--- src/pjsd_pkg.sv ---
// ----------------------------------------------------------------------------
// pjsd_pkg
// Types, opcode constants and the stub matching function shared by the
// prologue jump stub detector.
// ----------------------------------------------------------------------------
package pjsd_pkg;

	localparam int ProLen   = 17;
	localparam int CountW   = 6;
	localparam int AddrW    = 64;
	localparam int CfgDataW = 64;
	localparam int CfgIdxW  = 1;

	typedef enum logic [2:0] {
		KIND_NONE       = 3'd0,
		KIND_JMP_REL    = 3'd1,
		KIND_JMP_RIP    = 3'd2,
		KIND_MOVABS_RAX = 3'd3,
		KIND_MOVABS_R11 = 3'd4,
		KIND_PUSH_RET   = 3'd5
	} stub_kind_t;

	typedef enum logic [CfgIdxW-1:0] {
		CFG_TEXT_LOW  = 1'b0,
		CFG_TEXT_HIGH = 1'b1
	} cfg_reg_t;

	// Opcode bytes.
	localparam logic [7:0] OP_ENDBR_0  = 8'hf3;
	localparam logic [7:0] OP_ENDBR_1  = 8'h0f;
	localparam logic [7:0] OP_ENDBR_2  = 8'h1e;
	localparam logic [7:0] OP_ENDBR_3  = 8'hfa;
	localparam logic [7:0] OP_JMP_REL  = 8'he9;
	localparam logic [7:0] OP_GRP5     = 8'hff;
	localparam logic [7:0] OP_MODRM_RIP = 8'h25;
	localparam logic [7:0] OP_REX_W    = 8'h48;
	localparam logic [7:0] OP_REX_WB   = 8'h49;
	localparam logic [7:0] OP_REX_B    = 8'h41;
	localparam logic [7:0] OP_MOV_RAX  = 8'hb8;
	localparam logic [7:0] OP_MOV_R11  = 8'hbb;
	localparam logic [7:0] OP_MODRM_RAX = 8'he0;
	localparam logic [7:0] OP_MODRM_R11 = 8'he3;
	localparam logic [7:0] OP_PUSH_IMM = 8'h68;
	localparam logic [7:0] OP_RET      = 8'hc3;

	typedef logic [ProLen-1:0][7:0] pro_bytes_t;

	typedef struct packed {
		stub_kind_t  kind;
		logic [31:0] imm32;
		logic [63:0] imm64;
	} match_t;

	// Stage 1 to stage 2.
	typedef struct packed {
		stub_kind_t       kind;
		logic [AddrW-1:0] rel_add;
		logic [AddrW-1:0] abs_target;
		logic [AddrW-1:0] addr;
	} s1_t;

	// Stage 2 to stage 3.
	typedef struct packed {
		stub_kind_t       kind;
		logic [AddrW-1:0] target;
	} s2_t;

	// Result of stage 3.
	typedef struct packed {
		stub_kind_t       kind;
		logic [AddrW-1:0] target;
		logic             outside;
		logic             hook;
	} res_t;

	// Tries the five stubs at byte offset o; the first match wins.
	function automatic match_t try_at(pro_bytes_t b, logic [CountW-1:0] cnt, logic [4:0] o);
		match_t           m;
		logic [CountW-1:0] base;
		base    = {1'b0, o};
		m.imm32 = {b[o + 5'd4], b[o + 5'd3], b[o + 5'd2], b[o + 5'd1]};
		m.imm64 = {b[o + 5'd9], b[o + 5'd8], b[o + 5'd7], b[o + 5'd6],
		           b[o + 5'd5], b[o + 5'd4], b[o + 5'd3], b[o + 5'd2]};
		priority if (cnt >= base + 6'd5 && b[o] == OP_JMP_REL) begin
			m.kind = KIND_JMP_REL;
		end else if (cnt >= base + 6'd6 && b[o] == OP_GRP5 && b[o + 5'd1] == OP_MODRM_RIP) begin
			m.kind = KIND_JMP_RIP;
		end else if (cnt >= base + 6'd12 && b[o] == OP_REX_W && b[o + 5'd1] == OP_MOV_RAX &&
		             b[o + 5'd10] == OP_GRP5 && b[o + 5'd11] == OP_MODRM_RAX) begin
			m.kind = KIND_MOVABS_RAX;
		end else if (cnt >= base + 6'd13 && b[o] == OP_REX_WB && b[o + 5'd1] == OP_MOV_R11 &&
		             b[o + 5'd10] == OP_REX_B && b[o + 5'd11] == OP_GRP5 &&
		             b[o + 5'd12] == OP_MODRM_R11) begin
			m.kind = KIND_MOVABS_R11;
		end else if (cnt >= base + 6'd6 && b[o] == OP_PUSH_IMM && b[o + 5'd5] == OP_RET) begin
			m.kind = KIND_PUSH_RET;
		end else begin
			m.kind = KIND_NONE;
		end
		return m;
	endfunction

endpackage

--- src/pjsd_prologue_if.sv ---
// ----------------------------------------------------------------------------
// pjsd_prologue_if
// Input channel: one function prologue per item.
// ----------------------------------------------------------------------------
interface pjsd_prologue_if;
	import pjsd_pkg::*;

	logic              valid;
	logic              ready;
	logic [63:0]       bytes_low;
	logic [63:0]       bytes_mid;
	logic [7:0]        byte_last;
	logic [CountW-1:0] byte_count;
	logic [AddrW-1:0]  func_address;

	modport source (
		output valid, bytes_low, bytes_mid, byte_last, byte_count, func_address,
		input  ready
	);

	modport sink (
		input  valid, bytes_low, bytes_mid, byte_last, byte_count, func_address,
		output ready
	);
endinterface

--- src/pjsd_result_if.sv ---
// ----------------------------------------------------------------------------
// pjsd_result_if
// Output channel: one detection result per item.
// ----------------------------------------------------------------------------
interface pjsd_result_if;
	import pjsd_pkg::*;

	logic             valid;
	logic             ready;
	stub_kind_t       stub_kind;
	logic [AddrW-1:0] jump_target;
	logic             outside_text;
	logic             hook_found;

	modport source (
		output valid, stub_kind, jump_target, outside_text, hook_found,
		input  ready
	);

	modport sink (
		input  valid, stub_kind, jump_target, outside_text, hook_found,
		output ready
	);
endinterface

--- src/pjsd_match.sv ---
// ----------------------------------------------------------------------------
// pjsd_match
// Stage 1: stub pattern match at offsets 0 and 4, immediate extraction.
// ----------------------------------------------------------------------------
module pjsd_match (
	input  logic                       clk,
	input  logic                       arst_n,
	input  logic                       in_valid,
	output logic                       in_ready,
	input  pjsd_pkg::pro_bytes_t       in_bytes,
	input  logic [pjsd_pkg::CountW-1:0] in_count,
	input  logic [pjsd_pkg::AddrW-1:0] in_addr,
	output logic                       out_valid,
	input  logic                       out_ready,
	output pjsd_pkg::s1_t              out_data
);
	import pjsd_pkg::*;

	match_t     m0, m4, msel;
	logic       endbr, use_m0;
	logic [AddrW-1:0] next_len;
	s1_t        d_next, d_s1;
	logic       v_s1;

	always_comb begin
		m0    = try_at(in_bytes, in_count, 5'd0);
		m4    = try_at(in_bytes, in_count, 5'd4);
		endbr = in_count >= 6'd4 && in_bytes[0] == OP_ENDBR_0 && in_bytes[1] == OP_ENDBR_1 &&
		        in_bytes[2] == OP_ENDBR_2 && in_bytes[3] == OP_ENDBR_3;
		use_m0 = m0.kind != KIND_NONE || !endbr;
		msel   = use_m0 ? m0 : m4;
		// Offset of the stub plus the five bytes of jmp rel32.
		next_len = use_m0 ? 64'd5 : 64'd9;
		d_next.kind    = msel.kind;
		d_next.rel_add = {{32{msel.imm32[31]}}, msel.imm32} + next_len;
		d_next.abs_target = (msel.kind == KIND_PUSH_RET) ?
		                    {{32{msel.imm32[31]}}, msel.imm32} : msel.imm64;
		d_next.addr    = in_addr;
	end

	assign in_ready = !v_s1 || out_ready;

	always_ff @(posedge clk or negedge arst_n) begin
		if (!arst_n) begin
			v_s1 <= 1'b0;
		end else if (in_ready) begin
			v_s1 <= in_valid;
		end
	end

	always_ff @(posedge clk) begin
		if (in_ready && in_valid) begin
			d_s1 <= d_next;
		end
	end

	assign out_valid = v_s1;
	assign out_data  = d_s1;
endmodule

--- src/pjsd_target.sv ---
// ----------------------------------------------------------------------------
// pjsd_target
// Stage 2: final jump target, including the relative address add.
// ----------------------------------------------------------------------------
module pjsd_target (
	input  logic          clk,
	input  logic          arst_n,
	input  logic          in_valid,
	output logic          in_ready,
	input  pjsd_pkg::s1_t in_data,
	output logic          out_valid,
	input  logic          out_ready,
	output pjsd_pkg::s2_t out_data
);
	import pjsd_pkg::*;

	s2_t  d_next, d_s2;
	logic v_s2;

	always_comb begin
		d_next.kind = in_data.kind;
		unique case (in_data.kind)
			KIND_JMP_REL:    d_next.target = in_data.addr + in_data.rel_add;
			KIND_MOVABS_RAX,
			KIND_MOVABS_R11,
			KIND_PUSH_RET:   d_next.target = in_data.abs_target;
			default:         d_next.target = '0;
		endcase
	end

	assign in_ready = !v_s2 || out_ready;

	always_ff @(posedge clk or negedge arst_n) begin
		if (!arst_n) begin
			v_s2 <= 1'b0;
		end else if (in_ready) begin
			v_s2 <= in_valid;
		end
	end

	always_ff @(posedge clk) begin
		if (in_ready && in_valid) begin
			d_s2 <= d_next;
		end
	end

	assign out_valid = v_s2;
	assign out_data  = d_s2;
endmodule

--- src/pjsd_check.sv ---
// ----------------------------------------------------------------------------
// pjsd_check
// Stage 3: text range check and hook flag; holds the result register.
// ----------------------------------------------------------------------------
module pjsd_check (
	input  logic                       clk,
	input  logic                       arst_n,
	input  logic [pjsd_pkg::AddrW-1:0] text_low,
	input  logic [pjsd_pkg::AddrW-1:0] text_high,
	input  logic                       in_valid,
	output logic                       in_ready,
	input  pjsd_pkg::s2_t              in_data,
	output logic                       out_valid,
	input  logic                       out_ready,
	output pjsd_pkg::res_t             out_data
);
	import pjsd_pkg::*;

	res_t d_next, d_s3;
	logic v_s3, direct;

	always_comb begin
		direct = in_data.kind != KIND_NONE && in_data.kind != KIND_JMP_RIP;
		d_next.kind    = in_data.kind;
		d_next.target  = in_data.target;
		d_next.outside = direct && (in_data.target < text_low || in_data.target >= text_high);
		d_next.hook    = d_next.outside || in_data.kind == KIND_JMP_RIP;
	end

	assign in_ready = !v_s3 || out_ready;

	always_ff @(posedge clk or negedge arst_n) begin
		if (!arst_n) begin
			v_s3 <= 1'b0;
		end else if (in_ready) begin
			v_s3 <= in_valid;
		end
	end

	always_ff @(posedge clk) begin
		if (in_ready && in_valid) begin
			d_s3 <= d_next;
		end
	end

	assign out_valid = v_s3;
	assign out_data  = d_s3;
endmodule

--- src/prologue_jump_stub_detector.sv ---
// ----------------------------------------------------------------------------
// prologue_jump_stub_detector
// Path: an accepted item passes the stage 1, stage 2 and stage 3 registers.
// Throughput: one item per cycle; the three pipeline registers each stall
// only when the stage after them is full and not being drained.
// Reset: arst_n clears all stage valid bits and both text range registers.
// ----------------------------------------------------------------------------
//
// Detects jump stubs at the head of an x86-64 function prologue. The block is
// a three-stage pipeline:
//   stage 1 (pjsd_match)  matches the five stub patterns at offset 0 and, when
//                         the prologue opens with endbr64, at offset 4. It
//                         extracts the immediates and prepares the relative
//                         displacement plus the instruction length.
//   stage 2 (pjsd_target) adds the function address for jmp rel32 and selects
//                         the final target, zero for no stub and for the
//                         indirect jump.
//   stage 3 (pjsd_check)  compares the target against the text range and sets
//                         the hook flag. Its register is the output register.
// Each stage has its own valid bit and is ready when empty or when the stage
// after it moves, so bubbles are squeezed out and a stalled output does not
// block earlier stages that still have room.
// Stage 3 reads the text range registers, written through the plain write
// port; change them only while no item is in flight, unenforced by the block.
// ----------------------------------------------------------------------------
module prologue_jump_stub_detector (
	input  logic                          clk,
	input  logic                          arst_n,
	pjsd_prologue_if.sink                 prologue,
	pjsd_result_if.source                 result,
	input  logic                          cfg_we,
	input  logic [pjsd_pkg::CfgIdxW-1:0]  cfg_index,
	input  logic [pjsd_pkg::CfgDataW-1:0] cfg_data
);
	import pjsd_pkg::*;

	logic [AddrW-1:0] text_low_q, text_high_q;
	pro_bytes_t       pro_bytes;

	logic v_s1, rdy_s2, v_s2, rdy_s3;
	s1_t  d_s1;
	s2_t  d_s2;
	res_t d_s3;

	// Configuration registers.
	always_ff @(posedge clk or negedge arst_n) begin
		if (!arst_n) begin
			text_low_q  <= '0;
			text_high_q <= '0;
		end else if (cfg_we) begin
			unique case (cfg_reg_t'(cfg_index))
				CFG_TEXT_LOW:  text_low_q  <= cfg_data;
				CFG_TEXT_HIGH: text_high_q <= cfg_data;
				default:       ;
			endcase
		end
	end

	// Byte 0 lands in the lowest byte lane.
	assign pro_bytes = {prologue.byte_last, prologue.bytes_mid, prologue.bytes_low};

	pjsd_match u_match (
		.clk       (clk),
		.arst_n    (arst_n),
		.in_valid  (prologue.valid),
		.in_ready  (prologue.ready),
		.in_bytes  (pro_bytes),
		.in_count  (prologue.byte_count),
		.in_addr   (prologue.func_address),
		.out_valid (v_s1),
		.out_ready (rdy_s2),
		.out_data  (d_s1)
	);

	pjsd_target u_target (
		.clk       (clk),
		.arst_n    (arst_n),
		.in_valid  (v_s1),
		.in_ready  (rdy_s2),
		.in_data   (d_s1),
		.out_valid (v_s2),
		.out_ready (rdy_s3),
		.out_data  (d_s2)
	);

	pjsd_check u_check (
		.clk       (clk),
		.arst_n    (arst_n),
		.text_low  (text_low_q),
		.text_high (text_high_q),
		.in_valid  (v_s2),
		.in_ready  (rdy_s3),
		.in_data   (d_s2),
		.out_valid (result.valid),
		.out_ready (result.ready),
		.out_data  (d_s3)
	);

	assign result.stub_kind    = d_s3.kind;
	assign result.jump_target  = d_s3.target;
	assign result.outside_text = d_s3.outside;
	assign result.hook_found   = d_s3.hook;

	// An accepted item always lands in stage 1.
	a_accept_lands: assert property (@(posedge clk) disable iff (!arst_n)
		prologue.valid && prologue.ready |=> v_s1)
		else $error("accepted item did not reach stage 1");

	// Stage 1 holds its item while stage 2 cannot take it.
	a_s1_holds: assert property (@(posedge clk) disable iff (!arst_n)
		v_s1 && !rdy_s2 |=> v_s1 && $stable(d_s1))
		else $error("stage 1 item changed while stalled");

	// No stub and the indirect jump carry a zero target and no range flag.
	a_zero_target: assert property (@(posedge clk) disable iff (!arst_n)
		result.valid && (result.stub_kind == KIND_NONE || result.stub_kind == KIND_JMP_RIP)
		|-> result.jump_target == '0 && !result.outside_text)
		else $error("target or range flag set without a direct stub");

	// The hook flag comes from the range check or the indirect jump only.
	a_hook_cause: assert property (@(posedge clk) disable iff (!arst_n)
		result.valid |->
		result.hook_found == (result.outside_text || result.stub_kind == KIND_JMP_RIP))
		else $error("hook flag does not match its causes");
endmodule

--- src/flat_wrapper.sv ---
// flat-port wrapper written by rule: the top's interface ports become plain ports
module prologue_jump_stub_detector_flat import pjsd_pkg::*;
  (clk, arst_n, cfg_we, cfg_index, cfg_data, prologue_valid, prologue_bytes_low, prologue_bytes_mid, prologue_byte_last, prologue_byte_count, prologue_func_address, prologue_ready, result_valid, result_stub_kind, result_jump_target, result_outside_text, result_hook_found, result_ready);
  pjsd_prologue_if prologue_i ();
  pjsd_result_if result_i ();
  input  logic clk;
  input  logic arst_n;
  input  logic cfg_we;
  input  logic [pjsd_pkg::CfgIdxW-1:0] cfg_index;
  input  logic [pjsd_pkg::CfgDataW-1:0] cfg_data;
  input wire logic [$bits(prologue_i.valid)-1:0] prologue_valid;
  input wire logic [$bits(prologue_i.bytes_low)-1:0] prologue_bytes_low;
  input wire logic [$bits(prologue_i.bytes_mid)-1:0] prologue_bytes_mid;
  input wire logic [$bits(prologue_i.byte_last)-1:0] prologue_byte_last;
  input wire logic [$bits(prologue_i.byte_count)-1:0] prologue_byte_count;
  input wire logic [$bits(prologue_i.func_address)-1:0] prologue_func_address;
  output wire logic [$bits(prologue_i.ready)-1:0] prologue_ready;
  output wire logic [$bits(result_i.valid)-1:0] result_valid;
  output wire logic [$bits(result_i.stub_kind)-1:0] result_stub_kind;
  output wire logic [$bits(result_i.jump_target)-1:0] result_jump_target;
  output wire logic [$bits(result_i.outside_text)-1:0] result_outside_text;
  output wire logic [$bits(result_i.hook_found)-1:0] result_hook_found;
  input wire logic [$bits(result_i.ready)-1:0] result_ready;
  assign prologue_i.valid = prologue_valid;
  assign prologue_i.bytes_low = prologue_bytes_low;
  assign prologue_i.bytes_mid = prologue_bytes_mid;
  assign prologue_i.byte_last = prologue_byte_last;
  assign prologue_i.byte_count = prologue_byte_count;
  assign prologue_i.func_address = prologue_func_address;
  assign prologue_ready = prologue_i.ready;
  assign result_valid = result_i.valid;
  assign result_stub_kind = result_i.stub_kind;
  assign result_jump_target = result_i.jump_target;
  assign result_outside_text = result_i.outside_text;
  assign result_hook_found = result_i.hook_found;
  assign result_i.ready = result_ready;
  prologue_jump_stub_detector u_core (.clk(clk), .arst_n(arst_n), .prologue(prologue_i), .result(result_i), .cfg_we(cfg_we), .cfg_index(cfg_index), .cfg_data(cfg_data));
endmodule
--- config.mk ---
export PLATFORM = sky130hd
export DESIGN_NAME = prologue_jump_stub_detector_flat
export DESIGN_NICKNAME = d
export VERILOG_FILES = /design/src/pjsd_pkg.sv /design/src/pjsd_prologue_if.sv /design/src/pjsd_result_if.sv /design/src/pjsd_match.sv /design/src/pjsd_target.sv /design/src/pjsd_check.sv /design/src/prologue_jump_stub_detector.sv /design/src/flat_wrapper.sv
export SDC_FILE = /design/constraint.sdc
export NUM_CORES = 1
export LEC_CHECK = 0
export BUFFER_PORTS_ARGS = -buffer_cell sky130_fd_sc_hd__buf_2
export CORE_MARGIN = 3
export CORE_UTILIZATION = 53
export CTS_CLUSTER_DIAMETER = 150
export DETAILED_ROUTE_END_ITERATION = 16
export PLACE_DENSITY = 0.85
export SYNTH_ARGS = -nofsm -noshare
export SYNTH_HDL_FRONTEND = slang
export SYNTH_SLANG_ARGS = --single-unit
--- constraint.sdc ---
create_clock -name clk -period 5.2 [get_ports clk]
set_input_delay 1.56 -clock clk [delete_from_list [all_inputs] [get_ports clk]]
set_output_delay 1.56 -clock clk [all_outputs]
set_load 0.03 [all_outputs]
# Word level (Yosys, flattened, before mapping)
# Cells that the tools add are included.
[op_classes]
n_bitwise = 1
n_addsub = 2
order_cmp = 11
mux = 14
n_reduce_logical = 52
eq_ne = 39
[ops]
columns = ["cell", "n"]
rows = [
  ["8-bit == test (second input constant)", 20],
  ["64-bit case mux with 2 select lines", 1],
  ["99-bit 2-to-1 mux", 1],
  ["64-bit adder", 1],
  ["8-bit by 7-bit == test with 1-bit output (second input constant)", 8],
  ["64-bit >= comparator", 1],
  ["64-bit less-than comparator", 1],
  ["64-bit 2-to-1 mux", 1],
  ["1-bit logical AND", 37],
  ["32-bit by 5-bit adder with 33-bit output", 1],
  ["3-bit 2-to-1 mux", 10],
  ["6-bit by 4-bit >= comparator with 1-bit output (second input constant)", 4],
  ["6-bit by 3-bit >= comparator with 1-bit output (second input constant)", 3],
  ["8-bit by 6-bit == test with 1-bit output (second input constant)", 2],
  ["6-bit by 5-bit >= comparator with 1-bit output (second input constant)", 2],
  ["3-bit == test (second input constant)", 3],
  ["8-bit by 4-bit == test with 1-bit output (second input constant)", 1],
  ["8-bit by 5-bit == test with 1-bit output (second input constant)", 1],
  ["3-bit by 2-bit == test with 1-bit output (second input constant)", 2],
  ["1-bit logical OR", 6],
  ["3-bit nonzero test", 2],
  ["1-bit logical NOT", 4],
  ["4-bit 2-to-1 mux", 1],
  ["2-bit AND reduction", 2],
  ["4 further kinds", 4],
]
[totals]
elab_cells = 134
input_bits = 276
reg_bits = 462

# Depth between registers and ports, before layout
[logic_depth]
word_depth = 15
ltp_mapped = 17
ltp_nobuf = 13

# Cells and area by module
# Synthesis repeated with hierarchy kept, for this count alone.
[unflattened]
cells_unflattened = 2368
area_unflattened_um2 = 25841.0
[modules_own_cells]
columns = ["module", "area_per_inst_um2", "cells_per_inst", "seq_area_each_um2", "instances"]
rows = [
  ["pjsd_match", 8986.1, 804, 4949.7, 1],
  ["pjsd_target", 6414.9, 766, 2037.0, 1],
  ["pjsd_check", 5308.8, 527, 2097.0, 1],
  ["prologue_jump_stub_detector", 5131.2, 271, 3203.1, 1],
]

# Worst setup path after synthesis
# OpenSTA, ideal clock, no wires.
[synth_path]
path_type = "input-to-reg"
from = "input port result_ready"
to = "register, netlist name u_core.u_match.out_data[0]"
arrival_time_ns = 5.697
cell_stages = 3
n_path_buf = 0
required_time_ns = 4.657
slack_ns = -1.040
cell_sequence = "nor2b_1 nand3_1 and2_1"
[synth_via]
elab_chain_cells = 4
[synth_rtl]
columns = ["element", "line_no", "rtl"]
rows = [
  ["start, declared", "flat_wrapper.sv:23", "input wire logic [$bits(result_i.ready)-1:0] result_ready;"],
  ["1-bit logical OR", "pjsd_check.sv:30", "assign in_ready = !v_s3 || out_ready;"],
  ["1-bit logical OR", "pjsd_target.sv:31", "assign in_ready = !v_s2 || out_ready;"],
  ["1-bit logical OR", "pjsd_match.sv:41", "assign in_ready = !v_s1 || out_ready;"],
  ["via prologue_ready", "flat_wrapper.sv:17", "output wire logic [$bits(prologue_i.ready)-1:0] prologue_ready;"],
  ["1-bit logical AND", "pjsd_match.sv:52", "if (in_ready && in_valid) begin"],
]
# The timed path passes the listed nets, and every way through them passes these cells.
# A chain may end at the register's enable or synchronous reset.

==> flow_summary.yaml <==
clock_network:
  cts_resized: 0
  cts_made_buffers: 46
  cts_tree: "yes"
  root_buffer: "clkbuf_16"
  ctsHoldBuffers: 0
  cts_max_path_buffers: 3
  cts.clk_slew.worst_paths_ns: 0.06
  cts_setup_buffers: 0
  clock_sinks: 431
  insertion_delay_ns: 0.58
  cts-htree-levels: 2
sta:
  rsz0062_at_grt: "no"
  hold_ws_ns: 0.5047
  fin_crit_sh_pct: 96.77
  final_max_slew_viol_count: 0
  min_period_ns: 5.032
  max_freq_mhz: 198.7
  finalHoldViolCount: 0
  fin_skew_ns: 0.03377
  slew_headroom_pct: 22.48
  tns_ns: 0
  worstMarginPinSlew_ns: 1.148
  setup_viol: 0
detailed_routing:
  postRouteAntennaNets: 0
  dr.pass1.iters: 6
  wl_per_cell_um: 23.04
  drtIter0Drc: 2169
  drt-total-wl_mm: 75.31
  routed-via-count: 20110
  vias_per_cell: 6.153
  drc: 0
worst_setup_path:
  worst_path_largest_cell_delay_ns: 1.00
  worst_path_max_delay_cell: "o311ai_0"
  r2r.worst_path.cells: 11
  path_cells: "ha_1 -> and3_1 -> nand4_1 -> or3_1 -> a211oi_1 -> o311ai_1 -> nand2_1 -> a31oi_1 -> o21ai_0 -> a221oi_2 -> o311ai_0"
  start_kind: "register"
  end_kind: "register"
  crit_type: "register to register"
  required_ns: 5.42
  worstPathMaxFanout: 7
  r2r_end: "u_core.u_target.out_data[62]"
  r2r_start: "u_core.u_match.out_data[13]"
  cp.arrival_ns: 5.25
  r2r_slack_ns: 0.17
synthesis:
  synth-edff-count: 300
  syn-num-nets: 2755
  async_reset_ff_share_pct: 30.39
  synth_most_common_cell: "edfxtp_1"
  synth_top_area_share_pct: 37.10
  ys_seq_area_share_pct: 50.60
  synth_seq_cells: 431
  synth_cell_types: 79
  synth_top_area_cell: "edfxtp_1"
  yosys-top-cells-area: "edfxtp_1 (37%), dfrtp_1 (13%), ha_1 (9.8%)"
  avgSynthCellArea_um2: 10.62
  synthCells: 2287
  synth_ff_type: "edfxtp_1"
  synth_commonest_cells: "edfxtp_1 (300), o21ai_0 (248), nand2_1 (232), ha_1 (191), inv_1 (156)"
  netlist_area_mm2: 0.02428
  ys_warn_count: 0
global_route:
  grt_pass1_vias: 19810
  grt_antenna_before_repair: 5
  grtUsageTotal_pct: 30.76
  grt.overflow.total: 0
  grt_max_degree: 86
  grt_pass1_wl_mm: 113.7
floorplan:
  dieArea_mm2: 0.04842
  fp.coreArea_mm2: 0.04470
  start_util_pct: 54.32
  pin_count: 347
  die_h_um: 220.1
  die_w_um: 220.1
  rows: 77
hold_path:
  worstHoldStart: "u_core.u_target.out_data[66]"
  hold_depth: 0
  min_path_type: "register to register"
  min_to: "u_core.u_check.out_data[68]"
place:
  portBuffers: 346
  hpwl_mm: 58.38
  gp_congestion: 1.050
finish:
  layout-drive-gt1-share_pct: 20.68
  area_growth_syn_to_layout_pct: 16.73
  fillCellCount: 3473
  layout.nets: 3105
pwr:
  combPwrFrac_pct: 21.6
  power_density_mw_per_mm2: 337.3
  power_leakage_uw: 0.01229
  swShare_pct: 29.40
  switchingPower_uw: 2811
  peakVddDrop_mv: 0.2118
  p_clk_share_pct: 33.2
  seq_power_share_pct: 45.2
  p_int_uw: 6750
job:
  drv_cap: 0
outcome:
  status: "finished, final reports clean"
metrics by stage:
stage,total power [µW],setup slack (ns),cells,cell area (µm²),utilization (%)
global placement,6285,0.08430,3181,26880,60.14
finish,9561,0.1681,3269,28350,63.41
global route,9961,0.1283,3268,28340,63.41
CTS,9564,0.1700,3266,28330,63.38
floorplan,5635,0.007983,2287,24300,-
detailed placement,6393,0.06574,3181,26880,60.14
state kept, by name, summed over array words and instances (netlist names):
signal / count
u_core.text_high_q: 64
u_core.text_low_q: 64
u_core.u_check.out_data: 69
u_core.u_check.out_valid: 1
u_core.u_match.out_data: 164
u_core.u_match.out_valid: 1
u_core.u_target.out_data: 67
u_core.u_target.out_valid: 1
kinds of logic (layout without fill, tap and decap cells):
logic type / count (synthesis) / in the layout / synth area share [%]
mux: 99 / 99 / 4.415
other cells: 0 / 3 / 0
flops: 431 / 431 / 50.60
buf+inv: 250 / 637 / 3.911
xor+xnor: 85 / 85 / 3.066
fa+ha+maj: 192 / 192 / 9.923
compound gates: 655 / 655 / 16.18
simple gates: 575 / 575 / 11.91
metal layers:
metal,GRT usage (%),routed length [µm]
met5,0,27
met4,11.44,2836
met3,4.371,6542
met2,50.15,35110
met1,42.15,30800
layout by cell type (no fill, tap or decap), types with 28 or more instances in the layout:
master,n
o21ai_0,247
inv_1,156
xor2_1,44
o211ai_1,43
mux2_2,65
a21oi_1,137
nand4_1,50
buf_4,45
nor2_1,93
ha_1,191
edfxtp_1,300
nand2_1,231
nor3_1,28
mux2i_1,33
xnor2_1,41
clkbuf_16,47
buf_2,345
nand3_1,31
dfrtp_1,131
a21o_1,80
cell type report:
class	count	area (µm²)	share of cell area, %
repair buffers	395	2165	7.636
inverters	157	589.3	2.079
well taps	592	740.7	2.613
multi-input cells	1606	11110	39.19
clock buffers	64	1250	4.409
clock inverters	21	198.9	0.7018
flip-flops and latches	431	12290	43.34
diodes	3	7.507	0.02648
critical path: cells and delay by family, from the launching register on:
family	cells	cell delay (ns)
AO/OA/AOI/OAI	6	2.75
adder cells (fa/ha/maj)	1	0.45
flip-flops	1	0.44
AND/OR/NAND/NOR	4	1.03
worst max path at each step:
stage	startpoint	to	cells after the start
finish	u_core.u_match.out_data[13]	u_core.u_target.out_data[62]	11
global route	u_core.u_match.out_data[0]	u_core.u_target.out_data[62]	13
floorplan	prologue_bytes_low[13]	u_core.u_match.out_data[156]	17
global placement	prologue_bytes_low[2]	u_core.u_match.out_data[156]	14
CTS	u_core.u_match.out_data[0]	u_core.u_target.out_data[62]	13
detailed placement	prologue_bytes_low[2]	u_core.u_match.out_data[156]	14
power groups by stage:
stage	combinational [µW]	sequential (µW)	clock, µW
final	2060	4320	3180
after CTS	2030	4320	3210
after floorplan	1210	4430	0
after global placement	1920	4370	0
after global routing	2270	4350	3340
after detailed placement	2010	4380	0
No activity file was read; power rests on OpenSTA's default activity.
